**config.mk**
```make
export PLATFORM = sky130hd
export DESIGN_NAME = tlwg_axis_map
export DESIGN_NICKNAME = d
export VERILOG_FILES = /design/src/hw/rtl/tlwg_pkg.sv /design/src/hw/rtl/tlwg_axis_map.sv
export SDC_FILE = /design/constraint.sdc
export NUM_CORES = 2
export LEC_CHECK = 0
export ABC_AREA = 0
export BUFFER_PORTS_ARGS = -buffer_cell sky130_fd_sc_hd__buf_2
export CORE_ASPECT_RATIO = 1.25
export CORE_MARGIN = 4
export CORE_UTILIZATION = 30
export DETAILED_ROUTE_END_ITERATION = 10
export PLACE_DENSITY = 0.55
export SLEW_MARGIN = 20
export SYNTH_ARGS = -nofsm -noshare
export SYNTH_HDL_FRONTEND = slang
export SYNTH_SLANG_ARGS = --single-unit
```
**constraint.sdc**
```tcl
create_clock -name clk_i -period 7.4 [get_ports clk_i]
set_clock_uncertainty 0.1 [all_clocks]
set_input_delay 0 -clock clk_i [delete_from_list [all_inputs] [get_ports clk_i]]
set_output_delay 0 -clock clk_i [all_outputs]
set_load 0.005 [all_outputs]
```
**src/hw/rtl/tlwg_pkg.sv**
```systemverilog
package tlwg_pkg;

  // word widths of the ports
  localparam int DATA_W    = 32;
  localparam int CFG_IDX_W = 3;
  localparam int CORNER_W  = 3;
  localparam int NODE_W    = 16;
  localparam int WEIGHT_W  = 17;
  localparam int GRAD_W    = 18;

  localparam int NUM_AXES    = 3;
  localparam int NUM_CORNERS = 8;

  // register indexes of the write port
  localparam logic [CFG_IDX_W-1:0] REG_ORIGIN_X = 3'd0;
  localparam logic [CFG_IDX_W-1:0] REG_ORIGIN_Y = 3'd1;
  localparam logic [CFG_IDX_W-1:0] REG_ORIGIN_Z = 3'd2;
  localparam logic [CFG_IDX_W-1:0] REG_INV_X    = 3'd3;
  localparam logic [CFG_IDX_W-1:0] REG_INV_Y    = 3'd4;
  localparam logic [CFG_IDX_W-1:0] REG_INV_Z    = 3'd5;

  // reset value of inverse spacing: 1.0 in q16.16
  localparam logic [DATA_W-1:0] INV_RESET = 32'h0001_0000;

  localparam logic [CORNER_W-1:0] LAST_CORNER = CORNER_W'(NUM_CORNERS - 1);

endpackage

```
**src/hw/rtl/tlwg_axis_map.sv**
```systemverilog
module tlwg_axis_map #(
  parameter int FRAC_BITS  = 16,
  parameter int INDEX_BITS = 16
) (
  input  logic                         clk_i,
  input  logic                         rst_ni,
  input  logic                         valid_i,
  input  logic [tlwg_pkg::DATA_W-1:0]  pos_i,
  input  logic [tlwg_pkg::DATA_W-1:0]  origin_i,
  input  logic [tlwg_pkg::DATA_W-1:0]  inv_i,
  output logic                         valid_o,
  output logic [INDEX_BITS-1:0]        node_lo_o,
  output logic [INDEX_BITS-1:0]        node_hi_o,
  output logic [FRAC_BITS-1:0]         frac_o
);

  localparam int DW   = tlwg_pkg::DATA_W + 1;
  localparam int HW   = tlwg_pkg::DATA_W / 2;
  localparam int PW   = tlwg_pkg::DATA_W + HW;
  localparam int PRW  = 2 * tlwg_pkg::DATA_W;
  localparam int QW   = PRW - FRAC_BITS;
  localparam int CW   = QW + 1;
  localparam int BW   = CW - FRAC_BITS;
  localparam int SW   = (BW + 1 > INDEX_BITS + 1) ? BW + 1 : INDEX_BITS + 1;
  localparam logic signed [SW-1:0] IDX_MAX = SW'((64'sd1 <<< (INDEX_BITS - 1)) - 64'sd1);
  localparam logic signed [SW-1:0] IDX_MIN = ~IDX_MAX;

  logic [5:0] vld_q;

  logic [DW-1:0] diff_d, diff_q;
  logic [DW-1:0] mag_full;
  logic [tlwg_pkg::DATA_W-1:0] mag_d, mag_q;
  logic neg2_q, neg3_q, neg4_q;
  logic [PW-1:0]  plo_d, plo_q, phi_d, phi_q;
  logic [PRW-1:0] prod_d, prod_q;
  logic [CW-1:0]  qx;
  logic           rem_nz;
  logic [CW-1:0]  scaled_d, scaled_q;
  logic signed [SW-1:0] base_s, base1_s;
  logic [INDEX_BITS-1:0] node_lo_d, node_hi_d;
  logic [INDEX_BITS-1:0] node_lo_q, node_hi_q;
  logic [FRAC_BITS-1:0]  frac_q;

  always_ff @(posedge clk_i or negedge rst_ni) begin
    if (!rst_ni) begin
      vld_q <= '0;
    end else begin
      vld_q <= {vld_q[4:0], valid_i};
    end
  end

  // difference, exact in 33 bits
  assign diff_d = {pos_i[tlwg_pkg::DATA_W-1], pos_i} - {origin_i[tlwg_pkg::DATA_W-1], origin_i};

  // magnitude
  assign mag_full = diff_q[DW-1] ? (DW'(0) - diff_q) : diff_q;
  assign mag_d    = mag_full[tlwg_pkg::DATA_W-1:0];

  // two 32x16 partial products
  assign plo_d = PW'(mag_q) * PW'(inv_i[HW-1:0]);
  assign phi_d = PW'(mag_q) * PW'(inv_i[tlwg_pkg::DATA_W-1:HW]);

  assign prod_d = PRW'(plo_q) + {phi_q, {HW{1'b0}}};

  // floor toward minus infinity: -(q+1) is ~q
  assign qx       = {1'b0, prod_q[PRW-1:FRAC_BITS]};
  assign rem_nz   = |prod_q[FRAC_BITS-1:0];
  assign scaled_d = !neg4_q ? qx : (rem_nz ? ~qx : (CW'(0) - qx));

  // saturate base and base + 1
  assign base_s  = {{(SW-BW){scaled_q[CW-1]}}, scaled_q[CW-1:FRAC_BITS]};
  assign base1_s = base_s + SW'(1);

  always_comb begin
    if (base_s > IDX_MAX) begin
      node_lo_d = IDX_MAX[INDEX_BITS-1:0];
    end else if (base_s < IDX_MIN) begin
      node_lo_d = IDX_MIN[INDEX_BITS-1:0];
    end else begin
      node_lo_d = base_s[INDEX_BITS-1:0];
    end
    if (base1_s > IDX_MAX) begin
      node_hi_d = IDX_MAX[INDEX_BITS-1:0];
    end else if (base1_s < IDX_MIN) begin
      node_hi_d = IDX_MIN[INDEX_BITS-1:0];
    end else begin
      node_hi_d = base1_s[INDEX_BITS-1:0];
    end
  end

  always_ff @(posedge clk_i) begin
    diff_q    <= diff_d;
    mag_q     <= mag_d;
    neg2_q    <= diff_q[DW-1];
    plo_q     <= plo_d;
    phi_q     <= phi_d;
    neg3_q    <= neg2_q;
    prod_q    <= prod_d;
    neg4_q    <= neg3_q;
    scaled_q  <= scaled_d;
    node_lo_q <= node_lo_d;
    node_hi_q <= node_hi_d;
    frac_q    <= scaled_q[FRAC_BITS-1:0];
  end

  assign valid_o   = vld_q[5];
  assign node_lo_o = node_lo_q;
  assign node_hi_o = node_hi_q;
  assign frac_o    = frac_q;

endmodule

```
==> results.tsv <==
stage	metric	value	unit
status	status	complete, no violations	
synthesis	yosysSeqAreaShare	0.148	
grt	track_usage	0.158	
clock_tree	cts_tree	done	
clock_tree	post_cts_buffers	0	
critical_path	slowest_stage	fa_1	
critical_path	critPathKind	reg -> reg	
synthesis	netlist_area	44900	um2
min_path	hold_start	origin_i[7]	
grt	busiest_layer	met2	
critical_path	r2r_cells	21	
route	drc	0	
floorplanning	die_w	354	um
grt	antenna_found_initial	12	
synthesis	async_flop_share	0.0181	
synthesis	synth_ff_type	dfxtp_1	
synthesis	synth_edf_count	0	
floorplanning	dieHeight	441	um
placed_design	gp_congestion	0.863	
min_path	holdPathStages	5	
grt	met1_usage	0.197	
grt	grtUsageMet3	0.0343	
route	routedWlPerCell	16.9	um
route	first_pass_iters	5	
clock_tree	clk_pin_slew	80	ps
min_path	hp-class	in -> reg	
clock_tree	clock_path_buffers	3	
layout	area_growth	13.2	%
min_path	hold_end	diff_q[7]$_DFF_P_	
floorplanning	core_area	148000	um2
placed_design	io_buffer_count	147	
timing	hold_viol	0	
timing	fmax	142	MHz
clock_tree	htree_levels	2	
layout	drive_gt1_frac	0.0700	
route	vias	33200	
grt	overflow	0	
synthesis	syn-num-nets	6210	
grt	grt_pass1_wl	196	mm
synthesis	post_synth.cell_area_avg	9.04	um2
critical_path	crit_required	7800	ps
grt	grt_pass1_vias	36200	
floorplanning	ioPinCount	148	
synthesis	synth_seq_cells	331	
floorplanning	dieArea	156000	um2
clock_tree	cts-root-buf	clkbuf_16	
clock_tree	insertion_delay	620	ps
flow_run	drv_cap	0	
placed_design	hpwlAfterDp	97.2	mm
critical_path	path_max_fanout	20	
floorplanning	initial_core_util	0.302	
critical_path	crit_chain	buf_6, buf_4, nand2_1, fa_1, inv_1, fa_1, fa_1, fa_1, fa_1, inv_1, fa_1, inv_1, ha_1, a21o_1, a31oi_1, o21ai_0, o2111ai_1, a21boi_0, or2_2, a2111o_1, o311ai_0	
synthesis	yosysWarnings	0	
timing	worst_pin_slew	1070	ps
timing	post-route-period-util	0.953	
route	drt-total-wl	121	mm
route	drt_iter0_drc	1558	
timing	setup_viol	0	
grt	grt_max_degree	52	
timing	finalCriticalPeriod	7050	ps
critical_path	path_buf_inv	5	
clock_tree	cts.sinks	331	
clock_tree	numCtsBuffers	42	
timing	tns	0	ps
floorplanning	std_cell_rows	158	
critical_path	critPathTopFamily	adder cells	
critical_path	start_kind	register	
layout	nets	6389	
critical_path	reg2reg_setup_slack	350	ps
synthesis	synthDistinctLibCells	76	
critical_path	r2r_start	mag_q[8]$_DFF_P_	
timing	rsz0062_at_grt	false	
route	viasPerCell	4.62	
critical_path	critPathArrivalTime	7460	ps
critical_path	slowest_delay	570	ps
timing	slew_headroom	0.279	
critical_path	r2r_end	phi_q[42]$_DFF_P_	
critical_path	critPathMostFrequentCell	fa_1	
timing	slew_viol_final	0	
route	ant_nets	0	
grt	grt_use_met2	0.275	
synthesis	syn_inst	4965	
critical_path	worst_setup_path_end_kind	register	
## worst max-delay path by stage
stage                 startpoint                 to  slack, ps  cells after the start
2_1_floorplan  mag_q[11]$_DFF_P_  plo_q[44]$_DFF_P_        920                     21
3_3_place_gp   mag_q[11]$_DFF_P_  plo_q[43]$_DFF_P_        330                     23
3_5_place_dp    mag_q[1]$_DFF_P_  plo_q[44]$_DFF_P_        240                     21
4_1_cts         mag_q[1]$_DFF_P_  plo_q[44]$_DFF_P_        270                     21
5_1_grt         mag_q[7]$_DFF_P_  plo_q[46]$_DFF_P_          6                     25
6_report        mag_q[8]$_DFF_P_  phi_q[42]$_DFF_P_        350                     21
## cells in the final DEF (no fill, tap or decap), types with 7 or more instances in the layout
master / count
a211oi_1: 13
a21boi_0: 7
a21o_1: 79
a21oi_1: 138
a31oi_1: 18
and2_1: 442
and3_1: 19
buf_12: 15
buf_2: 147
buf_4: 93
clkbuf_16: 42
clkbuf_8: 8
dfxtp_1: 317
dfxtp_2: 8
dlygate4sd3_1: 101
fa_1: 838
ha_1: 308
inv_1: 968
nand2_1: 716
nand2b_1: 18
nand3_1: 49
nand4_1: 23
nor2_1: 95
nor2b_1: 12
nor3_1: 35
nor4_1: 14
o211ai_1: 7
o21a_1: 29
o21ai_0: 108
o21bai_1: 27
o22ai_1: 7
o31ai_1: 30
o41ai_1: 10
or2_2: 8
or3_1: 26
or4_1: 13
xnor2_1: 196
xor2_1: 53
## area by class of cell
class                      instances  area [um2]
antenna                            3        7.51
multi-input combinational       3443       33800
fill                           15300       97700
clock buffer                      54        1180
inverter                         968        3630
clock inverter                    20         268
sequential                       331        6670
timing repair buffer             358        2770
tap                             2000        2500
## kinds of logic after synthesis
kind of cell               synth area share
AOI/OAI and AO/OA                    0.0799
xor gates and xnor gates             0.0486
adders and majority gates             0.459
buffers and inverters                0.0996
DFF                                   0.148
muxes                              0.000892
and+or+nand+nor                       0.163
## per-stage QoR
stage | std cells | hold slack [ps] | instance area [um2] | utilization | setup WS [ps]
after floorplan | 4965 | -396 | 44900 | - | 923
after global placement | 6999 | -281 | 48300 | 0.325 | 333
after detailed placement | 6999 | -275 | 48300 | 0.325 | 239
after CTS | 7174 | 9.23 | 50800 | 0.342 | 274
after global routing | 7174 | 77.1 | 50800 | 0.342 | 5.87
final | 7177 | 39.8 | 50800 | 0.342 | 347
## metal layers
layer / routed length, um / part of all wire
met4: 3470 / 0.029
met2: 58600 / 0.48
met1: 50900 / 0.42
met5: 71 / 0.00059
met3: 7970 / 0.066
## worst min-delay path, stage by stage
cell    delay, ps
buf_2          90
inv_1          40
ha_1          250
and2_1        210
nor2_1         60
## cell usage after synthesis, drive strengths merged, types with 10 or more instances
cell    count  area (um2)
inv       968        3630
fa        838       16800
nand2     716        2690
and2      442        2770
dfxtp     325        6510
ha        308        3850
clkbuf    218         818
xnor2     196        1720
a21oi     138         691
o21ai     113         566
nor2       95         357
a21o       79         593
xor2       53         464
nand3      49         245
nor3       36         191
o31ai      33         258
o21a       29         218
or3        28         185
o21bai     27         203
nand4      23         144
and3       19         119
a31oi      18         113
nand2b     18         113
nor4       15         100
or4        14         109
a211oi     13        97.6
nor2b      12        75.1
o41ai      12         131
or2        10        65.1
## timing repair
item,4_1_cts,5_1_grt
endpoints found under the setup margin,0,15
hold endpoints to repair,42,0
hold buffers,101,0
gates resized for setup,0,9
## state kept, by name (all words and copies together) (netlist names)
| name | flops |
|---|---|
| neg3_q | 1 |
| frac_o | 16 |
| diff_q | 33 |
| scaled_q | 49 |
| plo_q | 48 |
| neg4_q | 1 |
| node_hi_o | 16 |
| vld_q | 6 |
| mag_q | 32 |
| node_lo_o | 16 |
| phi_q | 48 |
| neg2_q | 1 |
| prod_q | 64 |
Power is left out: the tool's default activity adds up to more than one toggle a clock period on the data nets, which glitch-free logic cannot reach.
