<file path="src/hw/rtl/tlwg_pkg.sv">
package tlwg_pkg;

  // word widths of the ports
  localparam int DATA_W    = 32;
  localparam int CFG_IDX_W = 3;
  localparam int CORNER_W  = 3;
  localparam int NODE_W    = 16;
  localparam int WEIGHT_W  = 17;
  localparam int GRAD_W    = 18;

  localparam int NUM_AXES    = 3;
  localparam int NUM_CORNERS = 8;

  // register indexes of the write port
  localparam logic [CFG_IDX_W-1:0] REG_ORIGIN_X = 3'd0;
  localparam logic [CFG_IDX_W-1:0] REG_ORIGIN_Y = 3'd1;
  localparam logic [CFG_IDX_W-1:0] REG_ORIGIN_Z = 3'd2;
  localparam logic [CFG_IDX_W-1:0] REG_INV_X    = 3'd3;
  localparam logic [CFG_IDX_W-1:0] REG_INV_Y    = 3'd4;
  localparam logic [CFG_IDX_W-1:0] REG_INV_Z    = 3'd5;

  // reset value of inverse spacing: 1.0 in q16.16
  localparam logic [DATA_W-1:0] INV_RESET = 32'h0001_0000;

  localparam logic [CORNER_W-1:0] LAST_CORNER = CORNER_W'(NUM_CORNERS - 1);

endpackage

</file>
<file path="src/hw/rtl/tlwg_corner_seq.sv">
module tlwg_corner_seq #(
  parameter int FRAC_BITS  = 16,
  parameter int INDEX_BITS = 16
) (
  input  logic                             clk_i,
  input  logic                             rst_ni,
  input  logic                             valid_i,
  input  logic [INDEX_BITS-1:0]            node_lo_i [tlwg_pkg::NUM_AXES],
  input  logic [INDEX_BITS-1:0]            node_hi_i [tlwg_pkg::NUM_AXES],
  input  logic [FRAC_BITS-1:0]             frac_i [tlwg_pkg::NUM_AXES],
  output logic                             valid_o,
  output logic [tlwg_pkg::CORNER_W-1:0]    corner_o,
  output logic                             last_o,
  output logic [tlwg_pkg::NODE_W-1:0]      node_o [tlwg_pkg::NUM_AXES],
  output logic [tlwg_pkg::WEIGHT_W-1:0]    weight_o,
  output logic [tlwg_pkg::GRAD_W-1:0]      grad_o [tlwg_pkg::NUM_AXES]
);

  localparam int WF  = FRAC_BITS + 1;
  localparam int MW  = 2 * WF;
  localparam int WW  = (WF > tlwg_pkg::WEIGHT_W) ? WF : tlwg_pkg::WEIGHT_W;
  localparam int GXW = (FRAC_BITS + 2 > tlwg_pkg::GRAD_W) ? FRAC_BITS + 2 : tlwg_pkg::GRAD_W;
  localparam int NW  = (INDEX_BITS + 1 > tlwg_pkg::NODE_W) ? INDEX_BITS + 1 : tlwg_pkg::NODE_W;
  localparam logic [WF-1:0] ONE = {1'b1, {FRAC_BITS{1'b0}}};

  // held item
  logic                  run_q;
  logic [tlwg_pkg::CORNER_W-1:0] cnt_q;
  logic [INDEX_BITS-1:0] lo_q [tlwg_pkg::NUM_AXES];
  logic [INDEX_BITS-1:0] hi_q [tlwg_pkg::NUM_AXES];
  logic [FRAC_BITS-1:0]  f_q  [tlwg_pkg::NUM_AXES];

  // stage 1: corner select
  logic                  c1_v_q;
  logic [tlwg_pkg::CORNER_W-1:0] c1_corner_q;
  logic [WF-1:0]         c1_w_d [tlwg_pkg::NUM_AXES];
  logic [WF-1:0]         c1_w_q [tlwg_pkg::NUM_AXES];
  logic [INDEX_BITS-1:0] c1_n_d [tlwg_pkg::NUM_AXES];
  logic [INDEX_BITS-1:0] c1_n_q [tlwg_pkg::NUM_AXES];

  // stage 2: pair products
  logic                  c2_v_q;
  logic [tlwg_pkg::CORNER_W-1:0] c2_corner_q;
  logic [MW-1:0]         pxy, pyz, pxz;
  logic [WF-1:0]         sxy_q, syz_q, sxz_q, c2_wz_q;
  logic [INDEX_BITS-1:0] c2_n_q [tlwg_pkg::NUM_AXES];

  // stage 3: weight and gradients
  logic [MW-1:0]  pw;
  logic [WW-1:0]  w_ext;
  logic [GXW-1:0] g_mag [tlwg_pkg::NUM_AXES];
  logic [GXW-1:0] g_val [tlwg_pkg::NUM_AXES];
  logic [NW-1:0]  n_ext [tlwg_pkg::NUM_AXES];
  logic           c3_v_q;
  logic [tlwg_pkg::CORNER_W-1:0] c3_corner_q;
  logic           c3_last_q;
  logic [tlwg_pkg::NODE_W-1:0]   c3_n_q [tlwg_pkg::NUM_AXES];
  logic [tlwg_pkg::WEIGHT_W-1:0] c3_w_q;
  logic [tlwg_pkg::GRAD_W-1:0]   c3_g_q [tlwg_pkg::NUM_AXES];

  always_ff @(posedge clk_i or negedge rst_ni) begin
    if (!rst_ni) begin
      run_q  <= 1'b0;
      cnt_q  <= '0;
      c1_v_q <= 1'b0;
      c2_v_q <= 1'b0;
      c3_v_q <= 1'b0;
    end else begin
      if (valid_i) begin
        run_q <= 1'b1;
        cnt_q <= '0;
      end else if (run_q) begin
        cnt_q <= cnt_q + tlwg_pkg::CORNER_W'(1);
        if (cnt_q == tlwg_pkg::LAST_CORNER) begin
          run_q <= 1'b0;
        end
      end
      c1_v_q <= run_q;
      c2_v_q <= c1_v_q;
      c3_v_q <= c2_v_q;
    end
  end

  always_ff @(posedge clk_i) begin
    if (valid_i) begin
      lo_q <= node_lo_i;
      hi_q <= node_hi_i;
      f_q  <= frac_i;
    end
  end

  // corner bit 2 is x, bit 0 is z
  always_comb begin
    for (int a = 0; a < tlwg_pkg::NUM_AXES; a++) begin
      c1_w_d[a] = cnt_q[2-a] ? {1'b0, f_q[a]} : (ONE - {1'b0, f_q[a]});
      c1_n_d[a] = cnt_q[2-a] ? hi_q[a] : lo_q[a];
    end
  end

  assign pxy = MW'(c1_w_q[0]) * MW'(c1_w_q[1]);
  assign pyz = MW'(c1_w_q[1]) * MW'(c1_w_q[2]);
  assign pxz = MW'(c1_w_q[0]) * MW'(c1_w_q[2]);

  assign pw    = MW'(sxy_q) * MW'(c2_wz_q);
  assign w_ext = WW'(pw[MW-2:FRAC_BITS]);

  always_comb begin
    g_mag[0] = GXW'(syz_q);
    g_mag[1] = GXW'(sxz_q);
    g_mag[2] = GXW'(sxy_q);
    for (int a = 0; a < tlwg_pkg::NUM_AXES; a++) begin
      g_val[a] = c2_corner_q[2-a] ? g_mag[a] : (GXW'(0) - g_mag[a]);
      n_ext[a] = {{(NW-INDEX_BITS){c2_n_q[a][INDEX_BITS-1]}}, c2_n_q[a]};
    end
  end

  always_ff @(posedge clk_i) begin
    c1_corner_q <= cnt_q;
    c1_w_q      <= c1_w_d;
    c1_n_q      <= c1_n_d;
    c2_corner_q <= c1_corner_q;
    sxy_q       <= pxy[MW-2:FRAC_BITS];
    syz_q       <= pyz[MW-2:FRAC_BITS];
    sxz_q       <= pxz[MW-2:FRAC_BITS];
    c2_wz_q     <= c1_w_q[2];
    c2_n_q      <= c1_n_q;
    c3_corner_q <= c2_corner_q;
    c3_last_q   <= (c2_corner_q == tlwg_pkg::LAST_CORNER);
    c3_w_q      <= w_ext[tlwg_pkg::WEIGHT_W-1:0];
    for (int a = 0; a < tlwg_pkg::NUM_AXES; a++) begin
      c3_g_q[a] <= g_val[a][tlwg_pkg::GRAD_W-1:0];
      c3_n_q[a] <= n_ext[a][tlwg_pkg::NODE_W-1:0];
    end
  end

  assign valid_o  = c3_v_q;
  assign corner_o = c3_corner_q;
  assign last_o   = c3_last_q;
  assign node_o   = c3_n_q;
  assign weight_o = c3_w_q;
  assign grad_o   = c3_g_q;

endmodule

</file>
<file path="config.mk">
export PLATFORM = sky130hd
export DESIGN_NAME = tlwg_corner_seq
export DESIGN_NICKNAME = d
export VERILOG_FILES = /design/src/hw/rtl/tlwg_pkg.sv /design/src/hw/rtl/tlwg_corner_seq.sv
export SDC_FILE = /design/constraint.sdc
export NUM_CORES = 2
export LEC_CHECK = 0
export ABC_CLOCK_PERIOD_IN_PS = 7390
export BUFFER_PORTS_ARGS = -buffer_cell sky130_fd_sc_hd__buf_4
export CORE_MARGIN = 2
export CORE_UTILIZATION = 64
export CTS_BUF_LIST = sky130_fd_sc_hd__clkbuf_16
export DETAILED_ROUTE_END_ITERATION = 7
export MAX_ROUTING_LAYER = met4
export PLACE_DENSITY = 0.83
export SLEW_MARGIN = 20
export SYNTH_ARGS = -nofsm -noshare
export SYNTH_HDL_FRONTEND = slang
export SYNTH_SLANG_ARGS = --single-unit
</file>
<file path="constraint.sdc">
create_clock -name clk_i -period 7.39 [get_ports clk_i]
set_clock_uncertainty 0.2 [all_clocks]
set_input_delay 1.1085 -clock clk_i [delete_from_list [all_inputs] [get_ports clk_i]]
set_output_delay 1.1085 -clock clk_i [all_outputs]
set_load 0.02 [all_outputs]
</file>
==> metrics <==
Wirelength per Cell=19.0 µm; final count of negative-setup-slack endpoints=0; area delta synth->final=9.82%; IO Count=271; Worst-Skew Late Latency=0.64 ns; Placer Congestion=0.940; Post-Syn Instances=5151; Cell Rows=103; CTS Sinks=495; Crit Path Category=reg -> reg; # DRC=0; status=completed; core region area=78700 µm²; crit path max-delay cell type=dfxtp_1; Fmax=148 MHz; CP startpoint kind=flip-flop; vias=35900; final hold violations=0; post-synthesis sequential area ratio=22.4%; share of the synthesized area in the top cell type=34.8%; vias in the first global route=39500; total CTS buffers=51; Mapped Area=50800 µm²; crit-path cells=buf_4, and2_1, fa_1, fa_1, fa_1, fa_1, fa_1, fa_1, ha_1, nand2_1, nor3_1, o2111ai_1, and3_1, a21oi_1, o21ai_0, a222oi_1; first-pass GRT wire length=201 mm; Buffers on Ports=270; largest net degree at the start of global routing=79; Largest stage delay, worst path=0.83 ns; worst slew pin tran=1.13 ns; Hold Buf Count CTS=0; H-tree levels=2; post-layout min period=6.77 ns; Mapped Nets=6598; CP arrival=7.03 ns; post-synth top area cell=fa_1; total of max-cap violations=0; synth unique cells=86; Crit Path Max Fanout=28; Starting Density=64.6%; initial drt markers=2366; die width=286 µm; synthesized area per cell=9.87 µm²; clk buf depth=3; Crit path max-delay family=adder cells; Post-Route WL=123 mm; vias per cell=5.57; top_reg_cell synth=dfxtp_1; Yosys reg bits=495; Post-synth EDFFs=144; RSZ-0062 raised after global routing=false; crit end category=flip-flop; most common cell in the netlist=inv_1; Buf/Inv on CP=1; CTS resizes=0; setup TNS=0 ns; fraction of layout cells with a size suffix above 1=10.2%; Total GRT Usage=32.1%; nets@finish=6787; CTS tree=done; postcts setup bufs=0; antenna violations before repair=3; clock input transition at the sequential cells of the worst setup and hold paths=0.07 ns; Critical Path RT=7.65 ns; Die Area=81700 µm²; Root Driver=clkbuf_16; Synth top cells by count=1058 x inv_1, 884 x fa_1, 721 x nand2_1; DIE HEIGHT=286 µm; Crit path top cell by count=fa_1; Final Max Tran Viols=0; asr flop ratio synth=1.41%; ANT nets after route=0; Synth area leaders=fa_1 35%, dfxtp_1 14%, ha_1 10%; Rel. slew slack=24.1%; Ys Warns=0; Hold Crit Class=in -> async; router iterations before antenna repair=5; period utilisation layout=91.7%; grt ovf=0; HPWL Detailed=94.8 mm
-- path summary, 6_finish.rpt --
check,from,end,slack [ns],depth (start not counted)
max,c1_w_q[16],sxz_q[12],0.62,16
min,rst_ni,valid_o,0.06,1
min in group clk_i,c2_n_q[22],node_o[22],0.08,0
max in group asynchronous,rst_ni,cnt_q[2],6.77,1
min reg2reg,c2_n_q[22],node_o[22],0.08,0
max reg2reg,c1_w_q[16],sxz_q[12],0.62,16
-- registers in the layout, indices dropped and copies added, names as in the netlist, 3 cells and up --
signal and flops:
sxy_q 17, weight_o 17, c1_w_q 51, f_q 48
c1_corner_q 3, c1_n_q 48, node_o 48, cnt_q 3
c2_wz_q 17, sxz_q 17, corner_o 3, c2_n_q 48
hi_q 48, c2_corner_q 3, syz_q 17, grad_o 54
lo_q 48
-- cell usage in the layout, fill, tap and decap left out, types with 26 or more instances in the layout --
master / instances
xor2_1: 91
edfxtp_1: 144
a21o_1: 45
nand2_1: 721
nor2_1: 108
inv_1: 1068
clkbuf_16: 53
mux2_2: 54
buf_4: 376
xnor2_1: 80
o21ai_0: 43
ha_1: 416
fa_1: 884
a21oi_1: 122
dfxtp_1: 343
nand3_1: 26
and2_1: 487
nor3_1: 46
-- layer usage --
metal  part of all wire [%]  wire length (µm)  GRT usage [%]  vias to the layer above
met5                      0                 0              -                        -
met1                     38             46100           38.9                    17700
met2                     48             58200           51.9                     1858
li1                       -                 -              -                    15900
met3                     10             12700           7.69                      414
met4                    4.5              5510           13.4                        0
-- per-stage QoR --
step | setup WS, ns | hold slack (ns) | utilization, % | instance area [µm²] | instances
3_5_place_dp | 0.822 | 0.112 | 68.7 | 54100 | 6337
3_3_place_gp | 0.938 | 0.110 | 68.7 | 54100 | 6337
5_1_grt | 0.425 | 0.0470 | 70.9 | 55800 | 6434
2_1_floorplan | 1.44 | 0.110 | - | 50800 | 5151
4_1_cts | 0.768 | 0.0319 | 70.9 | 55800 | 6433
6_report | 0.616 | 0.0597 | 70.9 | 55800 | 6436
-- layout make-up --
cell class                 count  area, µm²
sequential                   495      11400
clock inverter                43        374
fill                        5584      22900
antenna                        3       7.51
clock buffer                  53       1330
multi-input combinational   3354      34500
tap                         1050       1310
timing repair buffer         380       2890
inverter                    1058       3970
-- logic make-up (layout without fill, tap and decap cells) --
kind of cell / count (synthesis) / after routing / share of synthesized area (%)
AND/OR/NAND/NOR: 1485 / 1485 / 14.2
buffers and inverters: 1302 / 1534 / 9.65
adder cells (fa/ha/maj): 1300 / 1300 / 45.1
flip-flops: 495 / 495 / 22.4
AO/OA/AOI/OAI: 340 / 340 / 4.51
XOR/XNOR: 171 / 171 / 2.95
multiplexers: 58 / 58 / 1.28
other: 0 / 3 / 0
Power is left out: the tool's default activity adds up to more than one toggle a clock period on the data nets, which glitch-free logic cannot reach.
